<file path="src/rtl/core/ira_pkg.sv">
`timescale 1ns / 1ps
`default_nettype none

package ira_pkg;

  // Line phase codes
  localparam logic [3:0] PH_IDLE   = 4'd0;
  localparam logic [3:0] PH_ST_A   = 4'd1;
  localparam logic [3:0] PH_ST_B   = 4'd2;
  localparam logic [3:0] PH_ST_C   = 4'd3;
  localparam logic [3:0] PH_WR_LO  = 4'd4;
  localparam logic [3:0] PH_WR_HI  = 4'd5;
  localparam logic [3:0] PH_ACK_LO = 4'd6;
  localparam logic [3:0] PH_ACK_HI = 4'd7;
  localparam logic [3:0] PH_RD_LO  = 4'd8;
  localparam logic [3:0] PH_RD_HI  = 4'd9;
  localparam logic [3:0] PH_NK_LO  = 4'd10;
  localparam logic [3:0] PH_NK_HI  = 4'd11;
  localparam logic [3:0] PH_SP_A   = 4'd12;
  localparam logic [3:0] PH_SP_B   = 4'd13;
  localparam logic [3:0] PH_SP_C   = 4'd14;

  // Transfer index within a transaction
  localparam logic [1:0] BYTE_ADDR_W = 2'd0;
  localparam logic [1:0] BYTE_REG    = 2'd1;
  localparam logic [1:0] BYTE_DATA   = 2'd2;
  localparam logic [1:0] BYTE_READ   = 2'd3;

  localparam logic       OP_WRITE = 1'b0;
  localparam logic       OP_READ  = 1'b1;

  localparam logic [6:0] DEVICE_ADDRESS_RESET = 7'd104;
  localparam logic [7:0] ADDR_BYTE_MASK       = 8'hFE;
  localparam logic [7:0] BIT_MSB              = 8'h80;
  localparam logic [2:0] LAST_BIT             = 3'd7;

  typedef struct packed {
    logic       start_command;
    logic       opcode;
    logic [7:0] register_address;
    logic [7:0] write_data;
    logic       sda_in;
  } cmd_t;

  typedef struct packed {
    logic       scl;
    logic       sda_release;
    logic       busy_res;
    logic       done_res;
    logic [7:0] read_data;
  } res_t;

endpackage

`default_nettype wire

</file>
<file path="src/rtl/core/ira_cmd_if.sv">
`timescale 1ns / 1ps
`default_nettype none

interface ira_cmd_if;
  logic       valid;
  logic       ready;
  logic       start_command;
  logic       opcode;
  logic [7:0] register_address;
  logic [7:0] write_data;
  logic       sda_in;

  modport source (
    output valid, start_command, opcode, register_address, write_data, sda_in,
    input  ready
  );
  modport sink (
    input  valid, start_command, opcode, register_address, write_data, sda_in,
    output ready
  );
endinterface

`default_nettype wire

</file>
<file path="src/rtl/core/ira_res_if.sv">
`timescale 1ns / 1ps
`default_nettype none

interface ira_res_if;
  logic       valid;
  logic       ready;
  logic       scl;
  logic       sda_release;
  logic       busy_res;
  logic       done_res;
  logic [7:0] read_data;

  modport source (
    output valid, scl, sda_release, busy_res, done_res, read_data,
    input  ready
  );
  modport sink (
    input  valid, scl, sda_release, busy_res, done_res, read_data,
    output ready
  );
endinterface

`default_nettype wire

</file>
<file path="src/rtl/core/ira_cfg_if.sv">
`timescale 1ns / 1ps
`default_nettype none

interface ira_cfg_if;
  logic       valid;
  logic       ready;
  logic [6:0] device_address;

  modport source (
    output valid, device_address,
    input  ready
  );
  modport sink (
    input  valid, device_address,
    output ready
  );
endinterface

`default_nettype wire

</file>
<file path="src/rtl/core/ira_step.sv">
`timescale 1ns / 1ps
`default_nettype none

// Bus sequencer: one line phase per enabled cycle
module ira_step (
  input  wire logic          clk,
  input  wire logic          rst,
  input  wire logic          step_en,
  input  wire ira_pkg::cmd_t cmd,
  input  wire logic [6:0]    device_address,
  output ira_pkg::res_t      res
);

  logic [3:0] phase,         phase_next;
  logic [2:0] bit_index,     bit_index_next;
  logic [1:0] byte_index,    byte_index_next;
  logic [7:0] shift_byte,    shift_byte_next;
  logic [7:0] received_byte, received_byte_next;
  logic       held_opcode,   held_opcode_next;
  logic [7:0] held_register, held_register_next;
  logic [7:0] held_data,     held_data_next;
  logic       scl_level,     scl_level_next;
  logic       sda_level,     sda_level_next;
  logic       done;
  logic       cur_bit;
  logic [7:0] addr_byte;

  assign cur_bit   = |(shift_byte & (ira_pkg::BIT_MSB >> bit_index));
  assign addr_byte = {device_address, 1'b0} & ira_pkg::ADDR_BYTE_MASK;

  // Next state for one word
  always_comb begin
    phase_next         = phase;
    bit_index_next     = bit_index;
    byte_index_next    = byte_index;
    shift_byte_next    = shift_byte;
    received_byte_next = received_byte;
    held_opcode_next   = held_opcode;
    held_register_next = held_register;
    held_data_next     = held_data;
    scl_level_next     = scl_level;
    sda_level_next     = sda_level;
    done               = 1'b0;

    // command taken only when idle; its tick already drives the first start phase
    if (phase == ira_pkg::PH_IDLE && cmd.start_command) begin
      held_opcode_next   = cmd.opcode;
      held_register_next = cmd.register_address;
      held_data_next     = cmd.write_data;
      byte_index_next    = ira_pkg::BYTE_ADDR_W;
      bit_index_next     = 3'd0;
      phase_next         = ira_pkg::PH_ST_A;
    end

    unique case (phase_next)
      ira_pkg::PH_ST_A: begin
        scl_level_next = 1'b0; sda_level_next = 1'b1;
        phase_next = ira_pkg::PH_ST_B;
      end
      ira_pkg::PH_ST_B: begin
        scl_level_next = 1'b1; sda_level_next = 1'b1;
        phase_next = ira_pkg::PH_ST_C;
      end
      ira_pkg::PH_ST_C: begin
        scl_level_next  = 1'b1; sda_level_next = 1'b0;
        shift_byte_next = (byte_index == ira_pkg::BYTE_ADDR_W) ? addr_byte
                                                              : (addr_byte | 8'h01);
        bit_index_next  = 3'd0;
        phase_next      = ira_pkg::PH_WR_LO;
      end
      ira_pkg::PH_WR_LO: begin
        scl_level_next = 1'b0; sda_level_next = cur_bit;
        phase_next = ira_pkg::PH_WR_HI;
      end
      ira_pkg::PH_WR_HI: begin
        scl_level_next = 1'b1; sda_level_next = cur_bit;
        if (bit_index == ira_pkg::LAST_BIT) begin
          phase_next = ira_pkg::PH_ACK_LO;
        end else begin
          bit_index_next = bit_index + 3'd1;
          phase_next     = ira_pkg::PH_WR_LO;
        end
      end
      ira_pkg::PH_ACK_LO: begin
        scl_level_next = 1'b0; sda_level_next = 1'b1;
        phase_next = ira_pkg::PH_ACK_HI;
      end
      ira_pkg::PH_ACK_HI: begin
        scl_level_next = 1'b1; sda_level_next = 1'b1;
        // hold here until the target pulls SDA low
        if (!cmd.sda_in) begin
          priority if (byte_index == ira_pkg::BYTE_ADDR_W) begin
            byte_index_next = ira_pkg::BYTE_REG;
            shift_byte_next = held_register;
            bit_index_next  = 3'd0;
            phase_next      = ira_pkg::PH_WR_LO;
          end else if (byte_index == ira_pkg::BYTE_REG) begin
            byte_index_next = ira_pkg::BYTE_DATA;
            if (held_opcode == ira_pkg::OP_READ) begin
              phase_next = ira_pkg::PH_ST_A;
            end else begin
              shift_byte_next = held_data;
              bit_index_next  = 3'd0;
              phase_next      = ira_pkg::PH_WR_LO;
            end
          end else if (byte_index == ira_pkg::BYTE_DATA &&
                       held_opcode == ira_pkg::OP_READ) begin
            byte_index_next = ira_pkg::BYTE_READ;
            bit_index_next  = 3'd0;
            shift_byte_next = 8'd0;
            phase_next      = ira_pkg::PH_RD_LO;
          end else begin
            phase_next = ira_pkg::PH_SP_A;
          end
        end
      end
      ira_pkg::PH_RD_LO: begin
        scl_level_next = 1'b0; sda_level_next = 1'b1;
        phase_next = ira_pkg::PH_RD_HI;
      end
      ira_pkg::PH_RD_HI: begin
        scl_level_next  = 1'b1; sda_level_next = 1'b1;
        shift_byte_next = {shift_byte[6:0], cmd.sda_in};
        if (bit_index == ira_pkg::LAST_BIT) begin
          phase_next = ira_pkg::PH_NK_LO;
        end else begin
          bit_index_next = bit_index + 3'd1;
          phase_next     = ira_pkg::PH_RD_LO;
        end
      end
      ira_pkg::PH_NK_LO: begin
        scl_level_next = 1'b0; sda_level_next = 1'b1;
        phase_next = ira_pkg::PH_NK_HI;
      end
      ira_pkg::PH_NK_HI: begin
        scl_level_next = 1'b1; sda_level_next = 1'b1;
        phase_next = ira_pkg::PH_SP_A;
      end
      ira_pkg::PH_SP_A: begin
        scl_level_next = 1'b0; sda_level_next = 1'b0;
        phase_next = ira_pkg::PH_SP_B;
      end
      ira_pkg::PH_SP_B: begin
        scl_level_next = 1'b1; sda_level_next = 1'b0;
        phase_next = ira_pkg::PH_SP_C;
      end
      ira_pkg::PH_SP_C: begin
        scl_level_next = 1'b1; sda_level_next = 1'b1;
        if (held_opcode == ira_pkg::OP_READ) begin
          received_byte_next = shift_byte;
        end
        done       = 1'b1;
        phase_next = ira_pkg::PH_IDLE;
      end
      ira_pkg::PH_IDLE: begin
        phase_next = ira_pkg::PH_IDLE;
      end
      default: begin
        phase_next = ira_pkg::PH_IDLE;
      end
    endcase
  end

  // Result of this word's phase
  always_comb begin
    res.scl         = scl_level_next;
    res.sda_release = sda_level_next;
    res.busy_res    = (phase != ira_pkg::PH_IDLE) || cmd.start_command;
    res.done_res    = done;
    res.read_data   = received_byte_next;
  end

  // Sequencer state
  always_ff @(posedge clk) begin
    if (rst) begin
      phase         <= ira_pkg::PH_IDLE;
      bit_index     <= 3'd0;
      byte_index    <= ira_pkg::BYTE_ADDR_W;
      shift_byte    <= 8'd0;
      received_byte <= 8'd0;
      held_opcode   <= ira_pkg::OP_WRITE;
      held_register <= 8'd0;
      held_data     <= 8'd0;
      scl_level     <= 1'b1;
      sda_level     <= 1'b1;
    end else if (step_en) begin
      phase         <= phase_next;
      bit_index     <= bit_index_next;
      byte_index    <= byte_index_next;
      shift_byte    <= shift_byte_next;
      received_byte <= received_byte_next;
      held_opcode   <= held_opcode_next;
      held_register <= held_register_next;
      held_data     <= held_data_next;
      scl_level     <= scl_level_next;
      sda_level     <= sda_level_next;
    end
  end

endmodule

`default_nettype wire

</file>
<file path="src/rtl/core/i2c_register_access_master.sv">
`timescale 1ns / 1ps
`default_nettype none

// I2C register read/write master, one bus line phase per input word.
// cmd: one word per tick: sampled SDA plus an optional command (start_command,
//   opcode 0 write / 1 read, register_address, write_data). A command is taken
//   only while the sequencer is idle; otherwise its fields are ignored.
// res: exactly one word per cmd word: SCL and SDA levels to drive, busy_res,
//   done_res on the stop tick, and the byte from the last completed read.
// cfg: 7-bit device address, always ready; write it only while idle.
// Path: a cmd word is held in the input register, stepped through the
//   sequencer when the result register can take it, and then presented on
//   res from the result register.
// Throughput: one word per cycle while res is not held; the input and result
//   registers keep both sides moving, and the phase step sets the rate.
// Stall: while res is held, the sequencer does not step and the input register
//   keeps one word; cmd.ready drops only when both registers are full.
// Reset: lines released (SCL and SDA high), sequencer idle, read byte zero,
//   device address 104, both channels empty.
module i2c_register_access_master (
  input  wire logic clk,
  input  wire logic rst,
  ira_cmd_if.sink   cmd,
  ira_res_if.source res,
  ira_cfg_if.sink   cfg
);

  logic          cmd_valid_q;
  ira_pkg::cmd_t cmd_q;
  logic          res_valid_q;
  ira_pkg::res_t res_q;
  ira_pkg::res_t step_res;
  logic [6:0]    device_address;
  logic          advance;

  assign advance   = cmd_valid_q && (!res_valid_q || res.ready);
  assign cmd.ready = !cmd_valid_q || advance;
  assign cfg.ready = 1'b1;

  // Device address register
  always_ff @(posedge clk) begin
    if (rst) begin
      device_address <= ira_pkg::DEVICE_ADDRESS_RESET;
    end else if (cfg.valid) begin
      device_address <= cfg.device_address;
    end
  end

  // Input word register
  always_ff @(posedge clk) begin
    if (rst) begin
      cmd_valid_q <= 1'b0;
    end else if (cmd.ready) begin
      cmd_valid_q <= cmd.valid;
    end
  end

  always_ff @(posedge clk) begin
    if (cmd.valid && cmd.ready) begin
      cmd_q.start_command    <= cmd.start_command;
      cmd_q.opcode           <= cmd.opcode;
      cmd_q.register_address <= cmd.register_address;
      cmd_q.write_data       <= cmd.write_data;
      cmd_q.sda_in           <= cmd.sda_in;
    end
  end

  ira_step u_step (
    .clk            (clk),
    .rst            (rst),
    .step_en        (advance),
    .cmd            (cmd_q),
    .device_address (device_address),
    .res            (step_res)
  );

  // Result word register
  always_ff @(posedge clk) begin
    if (rst) begin
      res_valid_q <= 1'b0;
    end else if (!res_valid_q || res.ready) begin
      res_valid_q <= cmd_valid_q;
    end
  end

  always_ff @(posedge clk) begin
    if (advance) begin
      res_q <= step_res;
    end
  end

  assign res.valid       = res_valid_q;
  assign res.scl         = res_q.scl;
  assign res.sda_release = res_q.sda_release;
  assign res.busy_res    = res_q.busy_res;
  assign res.done_res    = res_q.done_res;
  assign res.read_data   = res_q.read_data;

  // A stepped word always lands in the result register
  a_step_lands: assert property (@(posedge clk) disable iff (rst)
    advance |=> res_valid_q)
    else $error("stepped word not presented on res");

  // Input register never overwritten while it holds an unstepped word
  a_no_overwrite: assert property (@(posedge clk) disable iff (rst)
    (cmd_valid_q && !advance) |-> !cmd.ready)
    else $error("input register overrun");

  // Stop completes only inside a transaction, with both lines released
  a_done_stop: assert property (@(posedge clk) disable iff (rst)
    (res.valid && res.done_res) |-> (res.busy_res && res.scl && res.sda_release))
    else $error("done without a completed stop");

  // Idle words repeat the line levels of the previous word
  a_idle_hold: assert property (@(posedge clk) disable iff (rst)
    (advance && res_valid_q && !step_res.busy_res) |->
      (step_res.scl == res_q.scl && step_res.sda_release == res_q.sda_release))
    else $error("line levels moved while idle");

endmodule

`default_nettype wire
</file>
<file path="src/flat_wrapper.sv">
// flat-port wrapper written by rule: the top's interface ports become plain ports
module i2c_register_access_master_flat 
  (clk, rst, cmd_valid, cmd_start_command, cmd_opcode, cmd_register_address, cmd_write_data, cmd_sda_in, cmd_ready, res_valid, res_scl, res_sda_release, res_busy_res, res_done_res, res_read_data, res_ready, cfg_valid, cfg_device_address, cfg_ready);
  ira_cmd_if cmd_i ();
  ira_res_if res_i ();
  ira_cfg_if cfg_i ();
  input  wire logic clk;
  input  wire logic rst;
  input wire logic [$bits(cmd_i.valid)-1:0] cmd_valid;
  input wire logic [$bits(cmd_i.start_command)-1:0] cmd_start_command;
  input wire logic [$bits(cmd_i.opcode)-1:0] cmd_opcode;
  input wire logic [$bits(cmd_i.register_address)-1:0] cmd_register_address;
  input wire logic [$bits(cmd_i.write_data)-1:0] cmd_write_data;
  input wire logic [$bits(cmd_i.sda_in)-1:0] cmd_sda_in;
  output wire logic [$bits(cmd_i.ready)-1:0] cmd_ready;
  output wire logic [$bits(res_i.valid)-1:0] res_valid;
  output wire logic [$bits(res_i.scl)-1:0] res_scl;
  output wire logic [$bits(res_i.sda_release)-1:0] res_sda_release;
  output wire logic [$bits(res_i.busy_res)-1:0] res_busy_res;
  output wire logic [$bits(res_i.done_res)-1:0] res_done_res;
  output wire logic [$bits(res_i.read_data)-1:0] res_read_data;
  input wire logic [$bits(res_i.ready)-1:0] res_ready;
  input wire logic [$bits(cfg_i.valid)-1:0] cfg_valid;
  input wire logic [$bits(cfg_i.device_address)-1:0] cfg_device_address;
  output wire logic [$bits(cfg_i.ready)-1:0] cfg_ready;
  assign cmd_i.valid = cmd_valid;
  assign cmd_i.start_command = cmd_start_command;
  assign cmd_i.opcode = cmd_opcode;
  assign cmd_i.register_address = cmd_register_address;
  assign cmd_i.write_data = cmd_write_data;
  assign cmd_i.sda_in = cmd_sda_in;
  assign cmd_ready = cmd_i.ready;
  assign res_valid = res_i.valid;
  assign res_scl = res_i.scl;
  assign res_sda_release = res_i.sda_release;
  assign res_busy_res = res_i.busy_res;
  assign res_done_res = res_i.done_res;
  assign res_read_data = res_i.read_data;
  assign res_i.ready = res_ready;
  assign cfg_i.valid = cfg_valid;
  assign cfg_i.device_address = cfg_device_address;
  assign cfg_ready = cfg_i.ready;
  i2c_register_access_master u_core (.clk(clk), .rst(rst), .cmd(cmd_i), .res(res_i), .cfg(cfg_i));
endmodule
</file>
<file path="config.mk">
export PLATFORM = sky130hd
export DESIGN_NAME = i2c_register_access_master_flat
export DESIGN_NICKNAME = d
export VERILOG_FILES = /design/src/rtl/core/ira_pkg.sv /design/src/rtl/core/ira_cmd_if.sv /design/src/rtl/core/ira_res_if.sv /design/src/rtl/core/ira_cfg_if.sv /design/src/rtl/core/ira_step.sv /design/src/rtl/core/i2c_register_access_master.sv /design/src/flat_wrapper.sv
export SDC_FILE = /design/constraint.sdc
export NUM_CORES = 1
export LEC_CHECK = 0
export BUFFER_PORTS_ARGS = -buffer_cell sky130_fd_sc_hd__buf_2
export CORE_MARGIN = 10
export CORE_UTILIZATION = 45
export CTS_CLUSTER_DIAMETER = 200
export DETAILED_ROUTE_END_ITERATION = 8
export SLEW_MARGIN = 20
export SYNTH_ARGS = -nofsm -noshare
export SYNTH_HDL_FRONTEND = slang
export SYNTH_SLANG_ARGS = --single-unit
</file>
<file path="constraint.sdc">
create_clock -name clk -period 1.99 [get_ports clk]
set_clock_uncertainty 0.2 [all_clocks]
set_input_delay 0.0995 -clock clk [delete_from_list [all_inputs] [get_ports clk]]
set_output_delay 0.0995 -clock clk [all_outputs]
set_load 0.01 [all_outputs]
</file>
After elaboration in Yosys (flattened, before gate mapping)
Index checks and enable logic that the tools add are counted.
- register bits after elaboration: 84
- word-level logic and storage cells: 103
- input port bits: 31
- output and inout bits: 15
- add/subtract/negate cells: 1
- reductions and logical operators: 22
- equality and inequality tests: 20
- multiplexer cells: 35
- bitwise gates (word level): 1
- shift operators: 1
- operators with widths (operator ; count):
    two-way mux 8 bit ; 7
    case mux 4 bit (13 select lines) ; 1
    == test 4 bit (second input constant) ; 7
    two-way mux 3 bit ; 9
    case mux 8 bit (3 select lines) ; 1
    == test 4 x 3 -> 1 bit (second input constant) ; 4
    two-way mux 2 bit ; 8
    two-way mux 4 bit ; 4
    OR reduction 8 bit ; 2
    case mux 3 bit (3 select lines) ; 1
    OR reduction 9 bit ; 1
    AND 8 bit ; 1
    == test 4 x 2 -> 1 bit (second input constant) ; 2
    inequality test 4 bit (second input constant) ; 2
    >> shifter 8 x 3 -> 8 bit (first input constant) ; 1
    OR reduction 6 bit ; 1
    AND reduction 5 bit ; 1
    == test 4 x 1 -> 1 bit (second input constant) ; 1
    logical AND 1 bit ; 4
    zero test 4 bit ; 1
    nonzero test 4 bit ; 1
    OR reduction 2 bit ; 2
    adder 3 x 1 -> 3 bit (second input constant) ; 1
    == test 3 bit (second input constant) ; 1
    other kinds (12) ; 16

Depth between registers and ports, before layout
- depth in word-level cells: 8
- depth in mapped cells: 8
- depth with buffers taken out: 7

Modules after synthesis
A second synthesis with hierarchy kept.
- cell total of the unflattened synthesis: 366
- area, all modules: 3817.4 um2
- by module, submodules not included (module ; instances ; area an instance (um2) ; sequential area each (um2) ; cells an instance):
    ira_step ; 1 ; 2527.4 ; 880.8 ; 300
    i2c_register_access_master ; 1 ; 1290.0 ; 1111.1 ; 66

Worst setup path before layout
Ideal clock, no wire load.
- path kind: reg2reg
- from: register u_core.res_valid_q, in the netlist u_core.res.valid
- to: register u_core.u_step.bit_index[1]
- stages on the path, launching flop included: 8
- data required time: 1.645 ns
- buffers on the path: 1
- setup slack: 0.144 ns
- clock period less this slack: 1.846 ns
- library setup time: 0.145 ns
- data arrival time: 1.501 ns
- cells stage by stage: dfxtp_1 > nand2b_1 > nand2_2 > inv_1 > nand3_2 > buf_4 > a22oi_1 > a211oi_1
- word-level cells in the longest chain between the ends: 3
- ends and longest elaborated chain (item ; RTL line ; RTL):
    start, declared ; i2c_register_access_master.sv:30 ; logic res_valid_q;
    start signal, assigned ; i2c_register_access_master.sv:82 ; res_valid_q <= cmd_valid_q;
    zero test 1 bit ; i2c_register_access_master.sv:36 ; assign advance = cmd_valid_q && (!res_valid_q || res.ready);
    logical OR 1 bit ; i2c_register_access_master.sv:36 ;
    logical AND 1 bit ; i2c_register_access_master.sv:36 ;
    net u_core.advance ; i2c_register_access_master.sv:34 ; logic advance;
    end signal, assigned ; ira_step.sv:188 ; bit_index <= bit_index_next;
    end, declared ; ira_step.sv:15 ; logic [2:0] bit_index, bit_index_next;
The timed path passes the listed nets, and every way through them passes these cells.
A chain may end at the register's enable or synchronous reset.

==> results.md <==
- Status: complete, no violations
- Area Overhead vs Synth: 27.2%
- Critical Path AT: 1.81 ns
- Core Util, Final: 58.9%
- Slew headroom: between 50% and 60%
- Adder-Cell Fraction of Synth Area: between 1.5 and 2%
- Die width: ~110 um
- First-pass GRT wire length: 14200 um
- Top cells by area, synth: dfxtp_1 (28%), edfxtp_1 (24%), mux2i_1 (7.6%)
- CTS Buf Count: 9
- Total track usage: 13.4%
- Tot Pwr: 3430 uW
- Distinct cell type count after synthesis: 61
- Area of the mapped netlist: about 3800 um^2
- Asr flop ratio synth: 0%
- Largest net degree at the start of global routing: 36
- Layout cells sized above 1: 23.3%
- Maxcap violations: 0
- Post-detail-place hpwl: 5840 um
- YS warnings: 0
- Ratio of final minimum period to clock period: around 96%
- Die Area: around 13000 um^2
- Tmin final: 1.91 ns
- Worst Tran Pin Value: 0.663 ns
- First drt pass iteration count: 4
- WS Path Type: reg2reg
- Initial DRC count: 139
- Critical Path Fanout Max: 4
- Clk pin slew, worst setup/hold paths: approximately 0.09 ns
- Post-Place Cells: 521
- Vias in the first global route: 2944
- PortBufs: 44
- Largest family of logic cells by synthesized area: compound AO/OA/AOI/OAI gates
- Peak VDD IR: 0.448 mV
- Crit path capture type: register
- Drc violations: 0
- Syn Inst Count: 374
- WP data required: 1.88 ns
- Row Count: 33
- Via/cell ratio: 5.20
- Initial cell density of the core: 46.3%
- Fin cells: 577
- Crit Reg-Reg Startpoint: u_core.u_step.bit_index[0]
- Startpoint Class: register
- DP Area: roughly 4200 um^2
- RSZ-0062 raised after global routing: no
- Yosys top cell by area: dfxtp_1
- Yosys top cell area share: 27.7%
- Via count: 2999
- Die Span Y: 112 um
- Layout Nets: 504
- Total gr overflow: 0
- Hold Slack: 0.0719 ns
- Post-Syn Area per Cell: just over 10 um^2
- Final wirelength: 8500 um
- Ports: 46
- Xor and xnor area share after synthesis: 0.687%
- Clk root buf: clkbuf_8
- Wirelength per Cell: 14.7 um
- Latest clock arrival within the worst-skew pair: roughly 0.35 ns
- Worst min path class: in2reg
- Final slew viol count: 0
- Power Density: 705 nW/um^2
- Sequential share of the synthesized area: a little over half
- CTS H-tree lvls: 3
- Simple-gate share of the synthesized area: 15.1%
- Post-route ant nets: 0
- Max Buffers Root-to-Sink: 2
- Core area: 8260 um^2
- Hold Startpoint: rst
- Hold Vio Cnt, Final: 0
- Antenna Cells: 0
- Highest-count cells in the layout ignoring fill and taps: dfxtp_1 (49), buf_2 (44), nor2_1 (39)
- Worst Setup SP: u_core.u_step.bit_index[0]
- CTS tree: done
- Yosys reg bits: 84
- Post-synthesis mux area share: just over 8%
- Synth Flop Type: dfxtp_1
- Routability Congestion: about 0.91
- # clock sinks: 84
- Final setup vio count: 0
- Post-Syn Nets: between 400 and 500
- P_leak: 0.00185 uW
- Most common cell after layout, fill and taps aside: dfxtp_1
- Max frequency: 523 MHz
- Number of synthesized flops with an enable pin: 31
- Fin area: 4860 um^2
- Synth Area in Compound Gates: around 17%
- Initial antenna violation count: 0
registers in the layout (all words and copies together), names as in the netlist, 2 cells and up:
register and count:
u_core.cmd_q 19, u_core.device_address 7, u_core.u_step.received_byte 8, u_core.u_step.phase 4, u_core.u_step.shift_byte 8, u_core.u_step.held_register 8, u_core.u_step.byte_index 2, u_core.u_step.bit_index 3
u_core.u_step.held_data 8, u_core.res.read_data 8
layout make-up:
class	instances	area [um^2]
timing repair buffer	107	808
inverter	14	56.3
multi-input combinational	251	1660
tap	105	131
fill	732	3390
clock buffer	12	135
sequential	84	2000
clock inverter	4	73.8
cell families (layout without fill, tap and decap cells):
logic type / Yosys count / count (layout)
mux: 31 / 31
simple gates: 120 / 120
other cells: 1 / 1
compound gates: 90 / 90
buf+inv: 39 / 137
fa+ha+maj: 6 / 6
flops: 84 / 84
xor+xnor: 3 / 3
cells in the mapped netlist, types with 7 or more instances:
library cell / n
inv_1: 13
o21ai_0: 13
nand2_1: 38
mux2i_1: 29
dfxtp_1: 53
nor2_1: 39
a21oi_1: 27
edfxtp_1: 31
clkbuf_1: 9
a22oi_1: 7
nand2b_1: 8
report_power, final:
group          leakage [uW]  internal, uW  switching [uW]
clock              0.000105           709             582
combinational       0.00102           145             125
sequential         0.000722          1840            28.0
total               0.00185          2690             735
per-layer routing:
metal  share of wire, %  routed length (um)  global-route usage [%]
met5                  0                   0                       0
met2                 47                3970                    21.4
met4               0.63                  54                    4.82
met3                6.3                 532                    3.25
met1                 46                3950                    17.2
path summary, 6_finish.rpt:
| path | slack (ns) | cells past startpoint | endpoint |
|---|---|---|---|
| worst max-delay path | 0.08 | 6 | u_core.res.sda_release |
| worst min-delay path | 0.07 | 2 | u_core.u_step.held_data[5] |
| worst max register to register | 0.08 | 6 | u_core.res.sda_release |
| worst min register to register | 0.26 | 2 | u_core.u_step.received_byte[7] |
worst max-delay path, cell delays in order, from the launching register on:
cell	delay, ns
dfxtp_1	0.39
inv_1	0.11
ha_1	0.22
a22oi_1	0.19
a32oi_1	0.13
a221oi_2	0.28
o22ai_1	0.14
per-stage QoR:
step	setup WS, ns	setup TNS [ns]
3_5_place_dp	-0.0551	-0.0746
2_1_floorplan	0.144	0
5_1_grt	0.0117	0
6_report	0.0766	0
4_1_cts	0.0146	0
3_3_place_gp	-0.0636	-0.0997
repair_timing:
action	CTS	global route
resized for setup	3	8
setup buffers	0	4
hold buffers	36	0
hold endpoints to repair	28	0
pin swaps	0	1
endpoints found under the setup margin	3	29
Note: power is estimated with default switching activity, not from simulation.
